==> src/rtl/core/mcr_pkg.sv <==
// ----------------------------------------------------------------------------
// mcr_pkg: shared types and constants of the midpoint circle rasterizer
// Holds the stream field widths, operation codes, the controller state
// encoding and the command/status bundles between controller and datapath.
// ----------------------------------------------------------------------------
package mcr_pkg;

  // Stream field widths
  localparam int IN_COORD_W  = 12;
  localparam int PIX_W       = 15;
  localparam int IN_TDATA_W  = 4 * IN_COORD_W;
  localparam int OUT_TDATA_W = ((2 * PIX_W + 7) / 8) * 8;

  // Operation codes carried on in_tuser
  localparam logic OP_START   = 1'b0;
  localparam logic OP_ADVANCE = 1'b1;

  // Index of the final pixel of one advance
  localparam logic [2:0] OCT_LAST = 3'd7;

  // Controller states, one-hot
  typedef enum logic [5:0] {
    S_IDLE = 6'b000001,
    S_SQX  = 6'b000010,
    S_SQY  = 6'b000100,
    S_ROOT = 6'b001000,
    S_EMIT = 6'b010000,
    S_DONE = 6'b100000
  } state_t;

  // Commands from controller to datapath
  typedef struct packed {
    logic       load;          // latch centre and distance magnitudes
    logic       sq_x;          // square the x distance
    logic       sq_y;          // add the squared y distance, arm the root
    logic       root_step;     // one digit of the square root
    logic       circle_init;   // load radius, step and decision
    logic       step_adv;      // midpoint update after the eighth pixel
    logic       clear_active;  // circle finished
    logic       done_sel;      // present the done result
    logic [2:0] octant;        // which symmetric pixel to present
  } cmd_t;

  // Status from datapath to controller
  typedef struct packed {
    logic root_done;  // all root digits resolved
    logic finish;     // no circle or the octant is complete
  } sts_t;

endpackage

==> src/rtl/core/mcr_dp.sv <==
// ----------------------------------------------------------------------------
// mcr_dp: rasterizer datapath
// Centre and distance registers, a shared squarer, a digit-by-digit integer
// square root, the midpoint step registers and the pixel offset adders.
// ----------------------------------------------------------------------------
module mcr_dp #(
  parameter int COORD_BITS = 12
) (
  input  logic                        clk,
  input  logic                        rst_n,
  input  mcr_pkg::cmd_t               cmd,
  input  logic [mcr_pkg::IN_COORD_W-1:0] center_x,
  input  logic [mcr_pkg::IN_COORD_W-1:0] center_y,
  input  logic [mcr_pkg::IN_COORD_W-1:0] rim_x,
  input  logic [mcr_pkg::IN_COORD_W-1:0] rim_y,
  output mcr_pkg::sts_t               sts,
  output logic [mcr_pkg::PIX_W-1:0]   pixel_x,
  output logic [mcr_pkg::PIX_W-1:0]   pixel_y
);

  // Effective coordinate width after masking
  localparam int CW   = (COORD_BITS < mcr_pkg::IN_COORD_W) ? COORD_BITS : mcr_pkg::IN_COORD_W;
  localparam int SQ_W = 2 * CW + 1;   // sum of two squares
  localparam int RT_W = 2 * CW + 2;   // root accumulator and digit bit
  localparam int RW   = CW + 2;       // signed step coordinates
  localparam int DW   = CW + 4;       // signed decision value
  localparam int SW   = (DW > mcr_pkg::PIX_W) ? DW : mcr_pkg::PIX_W;

  logic [CW-1:0]          cx_r, cy_r, dx_r, dy_r;
  logic [SQ_W-1:0]        acc_r;
  logic [RT_W-1:0]        res_r, bit_r;
  logic signed [RW-1:0]   step_x_r, step_y_r;
  logic signed [DW-1:0]   dec_r;
  logic                   active_r;

  logic [CW:0]            diff_x, diff_y;
  logic [CW-1:0]          mag_x, mag_y, mul_a;
  logic [2*CW-1:0]        prod;
  logic [RT_W-1:0]        trial;
  logic                   take;
  logic [CW:0]            radius;
  logic signed [RW-1:0]   x_inc, y_dec, diff_xy, dv;
  logic signed [DW-1:0]   dv_ext, delta;
  logic                   swap, neg_a, neg_b;
  logic signed [RW-1:0]   off_a, off_b;
  logic signed [SW-1:0]   a_ext, b_ext, sum_x, sum_y;

  // Distance magnitudes from the masked coordinates
  assign diff_x = {1'b0, rim_x[CW-1:0]} - {1'b0, center_x[CW-1:0]};
  assign diff_y = {1'b0, rim_y[CW-1:0]} - {1'b0, center_y[CW-1:0]};
  assign mag_x  = diff_x[CW] ? CW'(-diff_x) : diff_x[CW-1:0];
  assign mag_y  = diff_y[CW] ? CW'(-diff_y) : diff_y[CW-1:0];

  // Shared squarer
  assign mul_a = cmd.sq_y ? dy_r : dx_r;
  assign prod  = mul_a * mul_a;

  // Root digit trial
  assign trial = res_r + bit_r;
  assign take  = ({1'b0, acc_r} >= trial);
  assign radius = res_r[CW:0];

  // Midpoint update terms
  assign x_inc   = step_x_r + $signed(RW'(1));
  assign y_dec   = step_y_r - $signed(RW'(1));
  assign diff_xy = x_inc - y_dec;
  assign dv      = dec_r[DW-1] ? x_inc : diff_xy;
  assign dv_ext  = {{(DW-RW){dv[RW-1]}}, dv};
  assign delta   = {dv_ext[DW-2:0], 1'b1};

  // Setup and root registers
  always_ff @(posedge clk) begin
    if (cmd.load) begin
      cx_r <= center_x[CW-1:0];
      cy_r <= center_y[CW-1:0];
      dx_r <= mag_x;
      dy_r <= mag_y;
    end
    if (cmd.sq_x) begin
      acc_r <= {1'b0, prod};
    end else if (cmd.sq_y) begin
      acc_r <= acc_r + {1'b0, prod};
      res_r <= '0;
      bit_r <= RT_W'(1) << (2 * CW);
    end else if (cmd.root_step) begin
      if (take) begin
        acc_r <= acc_r - trial[SQ_W-1:0];
        res_r <= (res_r >> 1) + bit_r;
      end else begin
        res_r <= res_r >> 1;
      end
      bit_r <= bit_r >> 2;
    end
  end

  // Step and decision registers
  always_ff @(posedge clk) begin
    if (cmd.circle_init) begin
      step_x_r <= '0;
      step_y_r <= $signed({1'b0, radius});
      dec_r    <= $signed({{(DW-1){1'b0}}, 1'b1}) - $signed({3'b000, radius});
    end else if (cmd.step_adv) begin
      step_x_r <= x_inc;
      if (!dec_r[DW-1]) begin
        step_y_r <= y_dec;
      end
      dec_r <= dec_r + delta;
    end
  end

  // Circle in progress flag
  always_ff @(posedge clk) begin
    if (!rst_n) begin
      active_r <= 1'b0;
    end else if (cmd.circle_init) begin
      active_r <= 1'b1;
    end else if (cmd.clear_active) begin
      active_r <= 1'b0;
    end
  end

  assign sts.root_done = (bit_r == '0);
  assign sts.finish    = !active_r || (step_y_r < step_x_r);

  // Select the symmetric pixel: swap axes and negate per octant
  assign swap  = cmd.octant[0] ^ cmd.octant[1];
  assign neg_a = cmd.octant[2];
  assign neg_b = cmd.octant[2] ^ cmd.octant[1];
  assign off_a = swap ? step_y_r : step_x_r;
  assign off_b = swap ? step_x_r : step_y_r;
  assign a_ext = {{(SW-RW){off_a[RW-1]}}, off_a};
  assign b_ext = {{(SW-RW){off_b[RW-1]}}, off_b};
  assign sum_x = $signed({{(SW-CW){1'b0}}, cx_r}) + (neg_a ? -a_ext : a_ext);
  assign sum_y = $signed({{(SW-CW){1'b0}}, cy_r}) + (neg_b ? -b_ext : b_ext);

  assign pixel_x = cmd.done_sel ? '0 : sum_x[mcr_pkg::PIX_W-1:0];
  assign pixel_y = cmd.done_sel ? '0 : sum_y[mcr_pkg::PIX_W-1:0];

endmodule

==> src/rtl/core/mcr_ctrl.sv <==
// ----------------------------------------------------------------------------
// mcr_ctrl: rasterizer controller
// Sequences the radius setup (two squares, root digits) and presents the
// eight pixels of an advance or the single done result on the output.
// ----------------------------------------------------------------------------
module mcr_ctrl (
  input  logic          clk,
  input  logic          rst_n,
  input  logic          in_valid,
  input  logic          in_op,
  output logic          in_ready,
  output logic          out_valid,
  input  logic          out_ready,
  output logic          out_last,
  output logic          out_done,
  input  mcr_pkg::sts_t sts,
  output mcr_pkg::cmd_t cmd
);

  mcr_pkg::state_t state_r, state_nxt;
  logic [2:0]      oct_r, oct_nxt;

  // State and octant registers
  always_ff @(posedge clk) begin
    if (!rst_n) begin
      state_r <= mcr_pkg::S_IDLE;
      oct_r   <= '0;
    end else begin
      state_r <= state_nxt;
      oct_r   <= oct_nxt;
    end
  end

  // Next state and commands
  always_comb begin
    state_nxt      = state_r;
    oct_nxt        = oct_r;
    cmd            = '0;
    cmd.octant     = oct_r;
    cmd.done_sel   = (state_r == mcr_pkg::S_DONE);
    unique case (state_r)
      mcr_pkg::S_IDLE: begin
        if (in_valid) begin
          if (in_op == mcr_pkg::OP_START) begin
            cmd.load  = 1'b1;
            state_nxt = mcr_pkg::S_SQX;
          end else if (sts.finish) begin
            cmd.clear_active = 1'b1;
            state_nxt        = mcr_pkg::S_DONE;
          end else begin
            oct_nxt   = '0;
            state_nxt = mcr_pkg::S_EMIT;
          end
        end
      end
      mcr_pkg::S_SQX: begin
        cmd.sq_x  = 1'b1;
        state_nxt = mcr_pkg::S_SQY;
      end
      mcr_pkg::S_SQY: begin
        cmd.sq_y  = 1'b1;
        state_nxt = mcr_pkg::S_ROOT;
      end
      mcr_pkg::S_ROOT: begin
        if (sts.root_done) begin
          cmd.circle_init = 1'b1;
          state_nxt       = mcr_pkg::S_IDLE;
        end else begin
          cmd.root_step = 1'b1;
        end
      end
      mcr_pkg::S_EMIT: begin
        if (out_ready) begin
          if (oct_r == mcr_pkg::OCT_LAST) begin
            cmd.step_adv = 1'b1;
            state_nxt    = mcr_pkg::S_IDLE;
          end else begin
            oct_nxt = oct_r + 3'd1;
          end
        end
      end
      mcr_pkg::S_DONE: begin
        if (out_ready) begin
          state_nxt = mcr_pkg::S_IDLE;
        end
      end
      default: begin
        state_nxt = mcr_pkg::S_IDLE;
      end
    endcase
  end

  // Handshake flags
  assign in_ready  = (state_r == mcr_pkg::S_IDLE);
  assign out_valid = (state_r == mcr_pkg::S_EMIT) || (state_r == mcr_pkg::S_DONE);
  assign out_done  = (state_r == mcr_pkg::S_DONE);
  assign out_last  = out_done ||
                     ((state_r == mcr_pkg::S_EMIT) && (oct_r == mcr_pkg::OCT_LAST));

endmodule

==> src/rtl/core/midpoint_circle_rasterizer_top.sv <==
// ----------------------------------------------------------------------------
// midpoint_circle_rasterizer_top: midpoint circle rasterizer
// Computes circle radii from a centre and a rim point and steps the
// midpoint rule, emitting eight symmetric pixels per step.
// ----------------------------------------------------------------------------
// Usage:
//   Input stream: in_tuser selects the request (0 start, 1 advance); in_tdata
//   carries centre and rim coordinates, read only on start.
//   A start request produces no output. It latches the centre and finds the
//   radius with a shared squarer and a digit-serial square root (W+1
//   digits, one digit per cycle, W = COORD_BITS capped at 12); in_tready
//   returns after the SQX, SQY and ROOT states, once the circle is set up.
//   An advance request yields eight pixels, one per cycle while the receiver
//   takes them, from the cycle after acceptance, tlast on the eighth; the next
//   request is taken in the cycle after that. After the octant is complete
//   (or with no circle) an advance yields one result with out_tuser set,
//   out_tlast set and zero pixels. The block handles one request at a time:
//   in_tready is low while a result is pending. A stalled receiver holds the
//   current result stable and pauses the step sequence. Reset returns the
//   block to idle with no circle in progress.
// ----------------------------------------------------------------------------
module midpoint_circle_rasterizer_top #(
  parameter int COORD_BITS = 12
) (
  input  logic                             clk,
  input  logic                             rst_n,
  input  logic                             in_tvalid,
  output logic                             in_tready,
  // in_tdata, low bit up: center_x[11:0], center_y[11:0], rim_x[11:0], rim_y[11:0]
  input  logic [mcr_pkg::IN_TDATA_W-1:0]   in_tdata,
  // in_tuser: op
  input  logic                             in_tuser,
  output logic                             out_tvalid,
  input  logic                             out_tready,
  // out_tdata, low bit up: pixel_x[14:0], pixel_y[14:0], two zero pad bits
  output logic [mcr_pkg::OUT_TDATA_W-1:0]  out_tdata,
  output logic                             out_tlast,
  // out_tuser: circle_done
  output logic                             out_tuser
);

  localparam int CW = mcr_pkg::IN_COORD_W;
  localparam int PW = mcr_pkg::PIX_W;

  mcr_pkg::cmd_t    cmd;
  mcr_pkg::sts_t    sts;
  logic [PW-1:0]    pixel_x, pixel_y;

  mcr_ctrl u_ctrl (
    .clk       (clk),
    .rst_n     (rst_n),
    .in_valid  (in_tvalid),
    .in_op     (in_tuser),
    .in_ready  (in_tready),
    .out_valid (out_tvalid),
    .out_ready (out_tready),
    .out_last  (out_tlast),
    .out_done  (out_tuser),
    .sts       (sts),
    .cmd       (cmd)
  );

  mcr_dp #(
    .COORD_BITS (COORD_BITS)
  ) u_dp (
    .clk      (clk),
    .rst_n    (rst_n),
    .cmd      (cmd),
    .center_x (in_tdata[CW-1:0]),
    .center_y (in_tdata[2*CW-1:CW]),
    .rim_x    (in_tdata[3*CW-1:2*CW]),
    .rim_y    (in_tdata[4*CW-1:3*CW]),
    .sts      (sts),
    .pixel_x  (pixel_x),
    .pixel_y  (pixel_y)
  );

  // Pack the result fields
  assign out_tdata = {{(mcr_pkg::OUT_TDATA_W - 2*PW){1'b0}}, pixel_y, pixel_x};

endmodule

==> config.mk <==
export PLATFORM = sky130hd
export DESIGN_NAME = midpoint_circle_rasterizer_top
export DESIGN_NICKNAME = d
export VERILOG_FILES = /design/src/rtl/core/mcr_pkg.sv /design/src/rtl/core/mcr_dp.sv /design/src/rtl/core/mcr_ctrl.sv /design/src/rtl/core/midpoint_circle_rasterizer_top.sv
export SDC_FILE = /design/constraint.sdc
export NUM_CORES = 1
export LEC_CHECK = 0
export BUFFER_PORTS_ARGS = -buffer_cell sky130_fd_sc_hd__clkbuf_2
export CORE_MARGIN = 2
export CORE_UTILIZATION = 42
export CTS_CLUSTER_DIAMETER = 200
export DETAILED_ROUTE_END_ITERATION = 6
export MAX_ROUTING_LAYER = met4
export PLACE_DENSITY_LB_ADDON = 0.15
export SLEW_MARGIN = 10
export SYNTH_ARGS = -nofsm -noshare
export SYNTH_HDL_FRONTEND = slang
export SYNTH_SLANG_ARGS = --single-unit
==> constraint.sdc <==
create_clock -name clk -period 8.75 [get_ports clk]
set_input_delay 0.4375 -clock clk [delete_from_list [all_inputs] [get_ports clk]]
set_output_delay 0.4375 -clock clk [all_outputs]
set_load 0.03 [all_outputs]
Word-level counts from Yosys, hierarchy flattened --
Index checks and enable logic that the tools add are counted.
Cells by class: add/sub/neg operators 18, multipliers 1, order comparisons 2, equality and inequality tests 16, muxes and demuxes 53, bitwise gates (word level) 4, reduce and logical (&&, ||, !) cells 20
Operator list (count):
- 25-bit 2-to-1 mux | 4
- 15-bit 2-to-1 mux | 4
- 26-bit 2-to-1 mux | 2
- 14-bit 2-to-1 mux | 3
- 6-bit 2-to-1 mux | 7
- 13-bit 2-to-1 mux | 3
- 12-bit 2-to-1 mux | 3
- 6-bit case mux with 6 select lines | 1
- 16-bit 2-to-1 mux | 2
- 13-bit by 15-bit adder with 15-bit output | 2
- 14-bit negator with 15-bit output | 2
- 25-bit by 25-bit adder with 26-bit output | 1
- 26-bit by 25-bit adder with 26-bit output | 1
- 25-bit by 26-bit >= comparator with 1-bit output | 1
- 26-bit zero test | 1
- 12-bit by 12-bit subtractor with 13-bit output | 2
- 25-bit by 24-bit adder with 25-bit output | 1
- 25-bit subtractor | 1
- 12-bit by 12-bit multiplier with 24-bit output | 1
- 24-bit 2-to-1 mux | 1
- 12-bit negator | 2
- 16-bit by 15-bit adder with 16-bit output | 1
- 1-bit 2-to-1 mux | 16
- 3-bit 2-to-1 mux | 5
- 27 further kinds | 47
Storage, ports and cells: bits in registers 166, bits of input ports 53, output and inout bits 36

Depth between registers and ports, before layout --
depth in word-level cells 8, depth in mapped cells 39, gate-level depth less buffers 37

Cells and area by module --
A second synthesis with hierarchy kept.
Second synthesis, totals: cell total of the unflattened synthesis 2400, area, all modules 20405.8 µm²
By module, submodules not included:
- mcr_dp | times used 1, cells an instance 2323, area an instance 19766.5 µm²
- mcr_ctrl | times used 1, cells an instance 74, area an instance 620.6 µm²
- midpoint_circle_rasterizer_top | times used 1, cells an instance 3, area an instance 18.8 µm²

Least setup slack after synthesis --
No wires, ideal clock.
kind reg2reg, start point register u_ctrl.state_r[0], end point register u_dp.acc_r[23] (data pin), setup time 0.260 ns, arrival 7.465 ns, required time 8.490 ns, slack 1.025 ns, stages on the path, launching flop included 37, buffers on the path 1, period minus slack after synthesis 7.725 ns, cells stage by stage dfxtp_1 nor4_1 nand3b_1 buf_6 mux2i_1 inv_1 nand2_1 inv_1 fa_1 inv_1 fa_1 inv_1 fa_1 fa_1 inv_1 fa_1 inv_1 ha_1 o21a_1 o21ai_0 nand2b_1 o31a_1 a21oi_1 o21bai_1 xor2_1 nor2_1 a21oi_1 ha_1 nor2b_1 o21ai_0 nand2b_1 a31oi_1 o31ai_1 a211oi_1 o21ai_0 xor2_1 mux2_2
On the way: cells in the longest elaborated chain, start to end 7
Ends and longest elaborated chain:
- start, declared | line mcr_ctrl.sv:20 | mcr_pkg::state_t state_r, state_nxt;
- start signal, assigned | line mcr_ctrl.sv:26 | state_r <= mcr_pkg::S_IDLE;
- start signal, assigned | line mcr_ctrl.sv:29 | state_r <= state_nxt;
- 6-bit by 3-bit equality test with 1-bit output | line mcr_ctrl.sv:41 | unique case (state_r)
- 1-bit 2-to-1 mux | line mcr_ctrl.sv:41
- 12-bit 2-to-1 mux | line mcr_dp.sv:55 | assign mul_a = cmd.sq_y ? dy_r : dx_r;
- 12-bit by 12-bit multiplier with 24-bit output | line mcr_dp.sv:56 | assign prod = mul_a * mul_a;
- 25-bit by 24-bit adder with 25-bit output | line mcr_dp.sv:82 | acc_r <= acc_r + {1'b0, prod};
- 25-bit 2-to-1 mux | line mcr_dp.sv:81 | end else if (cmd.sq_y) begin
- 24-bit 2-to-1 mux (*) | line mcr_dp.sv:79 | if (cmd.sq_x) begin
- end signal, assigned | line mcr_dp.sv:80 | acc_r <= {1'b0, prod};
- end signal, assigned | line mcr_dp.sv:82
- end signal, assigned | line mcr_dp.sv:87 | acc_r <= acc_r - trial[SQ_W-1:0];
- end, declared | line mcr_dp.sv:30 | logic [SQ_W-1:0] acc_r;
Every way passes the cells marked *; elsewhere a longest branch is shown, timed or not. A chain may end at the register's enable or synchronous reset.

Worst setup path in the final report --
Ends and elaborated chain as after synthesis.

==> flow_summary.yaml <==
cells_and_area:
  fin_nets: 2816
  n_fill_cell: 4664
  syn2layout_area_growth_pct: 8.422
  final_common_cell: "inv_1"
  antenna_cells: 0
  seqCellArea_um2: 4725
  drive_gt1_share_pct: 7.489
  multi_input_area_um2: 14130
  final_cell_mix: "inv_1, ha_1, nand2_1"
setup_path:
  cp_common_cell: "inv_1"
  cp-start-kind: "register"
  cp-end-kind: "register"
  max_stage_delay_ns: 0.54
  critical_path_peak_fanout: 16
  slowest_stage: "fa_1"
  crit_required_ns: 8.98
  crit_arrival_ns: 8.45
  worstSetupPathType: "register to register"
synthesis:
  ys_top_cells_by_area: "edfxtp_1, ha_1, fa_1, xnor2_1, inv_1"
  ys_ff_latch: 166
  yosysTopAreaCellShare_pct: 20.82
  synth_cell_type_count: 76
  yosysTopAreaCell: "edfxtp_1"
  syn_inst: 2383
  ys_seq_area_share_pct: 23.40
  synth-edff-count: 140
  syn_avg_cell_area_um2: 8.473
  ys_warn_count: 0
  async_flop_share_pct: 0
  synthFlopType: "edfxtp_1"
  syn_area_um2: 20190
timing:
  worst_pin_slew_ns: 1.000
  fin_worst_skew_ns: 0.01333
  relSlewSlack_pct: 33.33
  rsz0062_at_grt: "false"
  final_hold_viol_count: 0
  finalSetupViolations: 0
  slew_viol_final: 0
  setup_ws_ns: 0.5307
  final.setup.tns_ns: 0
  min_period_ns: 8.219
  fmax_ghz: 0.1217
  finalCritPeriodShare_pct: 93.93
routing:
  ant_nets: 0
  wl_per_cell_um: 16.94
  drc: 0
  routed_wirelength_mm: 52.05
  drt_iter0_drc: 1015
  via_count: 16770
  avgViaCountPerCell: 5.458
  drt_pass1_iterations: 5
global_route:
  first_global_vias: 16690
  grt_start_max_net_pins: 51
  grt_pass1_wl_mm: 84.80
  grt_usage_pct: 21.98
  antenna_found_initial: 0
  grt.overflow.total: 0
clock_tree:
  insertion_delay_ns: 0.48
  path_clk_slew_ns: 0.07
  tritoncts: "yes"
  cts_sinks: 166
  hold_buffers: 0
  clock_path_buffers: 2
  cts_buffers: 17
  ctsHtreeMaxLevel: 4
  cts_root_buffer: "clkbuf_16"
die:
  fp.dieH_um: 223.3
  io_pins: 89
  num_rows: 80
  dieArea_um2: 49840
  coreArea_um2: 47550
  start_util_pct: 42.47
  die_x_um: 223.3
worst_hold_path:
  hold_path.class: "primary input to register"
status:
  status: "finished, final reports clean"
run:
  max-cap-violations: 0
placement:
  io_buffers: 86
  dp_hpwl_mm: 42.03
  place_ws_ns: 0.2296
  gp_congestion: 0.9032
pwr:
  power_per_cell_area_nw_per_um2: 206.7
  p_leak_nw: 9.663
  ir_drop_mv: 0.3526
## routing by layer
layer | global-route usage, % | vias to the layer above | wire length (µm)
met3 | 2.805 | 68 | 1704
li1 | - | 8436 | -
met4 | 7.011 | 0 | 1297
met5 | - | - | 0
met2 | 35.74 | 311 | 24450
met1 | 28.53 | 7951 | 24600
## where the power goes
group / internal (W) / total, W / switching, W
logic: 0.00117 / 0.00283 / 0.00166
clock network: 0.000445 / 0.000781 / 0.000336
registers: 0.000898 / 0.000914 / 0.0000160
## sequential cells by signal, indices dropped and copies added (netlist names)
register        count
u_dp.step_y_r      14
u_dp.bit_r         13
u_dp.dec_r         16
u_dp.dx_r          12
u_ctrl.state_r      6
u_dp.dy_r          12
u_ctrl.oct_r        3
u_dp.cx_r          12
u_dp.active_r       1
u_dp.cy_r          12
u_dp.res_r         26
u_dp.step_x_r      14
u_dp.acc_r         25
## Yosys cell counts (24+ instances only)
cell type	count
xnor2_1	151
nor2_1	209
edfxtp_1	140
nor2b_1	34
dfxtp_1	26
o21a_1	29
nand3_1	49
inv_1	273
o21ai_0	130
nand2_1	211
a21oi_1	142
mux2i_1	46
and2_1	24
xor2_1	82
fa_1	89
nor3_1	70
ha_1	230
a21o_1	31
clkbuf_1	50
## worst paths after layout
path / start / endpoint / slack, ns / cells past startpoint
max reg2reg: u_ctrl.state_r[0] / u_dp.acc_r[23] / 0.53 / 37
min: in_tdata[18] / u_dp.cy_r[6] / 0.15 / 1
min reg2reg: u_dp.acc_r[24] / u_dp.acc_r[24] / 0.49 / 1
max: u_ctrl.state_r[0] / u_dp.acc_r[23] / 0.53 / 37
## area by class of cell
| class | count | share of cell area (%) |
|---|---|---|
| tap | 615 | 3.515 |
| multi-input combinational | 1868 | 64.56 |
| clock inverter | 14 | 0.7259 |
| sequential | 166 | 21.58 |
| timing repair buffer | 111 | 2.824 |
| inverter | 280 | 4.835 |
| clock buffer | 18 | 1.960 |
## cells by family after synthesis
kind of cell             after synthesis  synth area share [%]
XOR/XNOR                             234                 10.22
buffers and inverters                350                 6.786
adder cells (fa/ha/maj)              319                 23.08
other                                  1               0.01857
multiplexers                          53                 2.671
AO/OA/AOI/OAI                        515                 16.21
AND/OR/NAND/NOR                      745                 17.62
flip-flops                           166                 23.40
## through the flow
step	std cells	area, µm²	hold slack [ns]	util (%)	total power [W]
4_1_cts	3071	21860	0.1063	45.97	0.004558
3_3_place_gp	3039	21270	0.4651	44.74	0.003716
6_report	3072	21890	0.1524	46.04	0.004525
3_5_place_dp	3039	21270	0.4790	44.74	0.003749
2_1_floorplan	2384	20190	0.4401	-	0.003093
5_1_grt	3072	21890	0.1260	46.04	0.005009
## critical path, delay by kind of cell, from the launching register on
| family | cells | cell delay, ns |
|---|---|---|
| adder cells (fa/ha/maj) | 7 | 3.18 |
| flip-flops | 1 | 0.33 |
| XOR/XNOR | 2 | 0.33 |
| AO/OA/AOI/OAI | 11 | 1.71 |
| buffers and inverters | 8 | 0.86 |
| multiplexers | 2 | 0.49 |
| AND/OR/NAND/NOR | 7 | 1.06 |
## repair_timing
| action | CTS | global route |
|---|---|---|
| setup buffers | 0 | 1 |
| resized for setup | 0 | 7 |
| endpoints found under the setup margin | 0 | 3 |
Power figures use the tool's default switching activity.
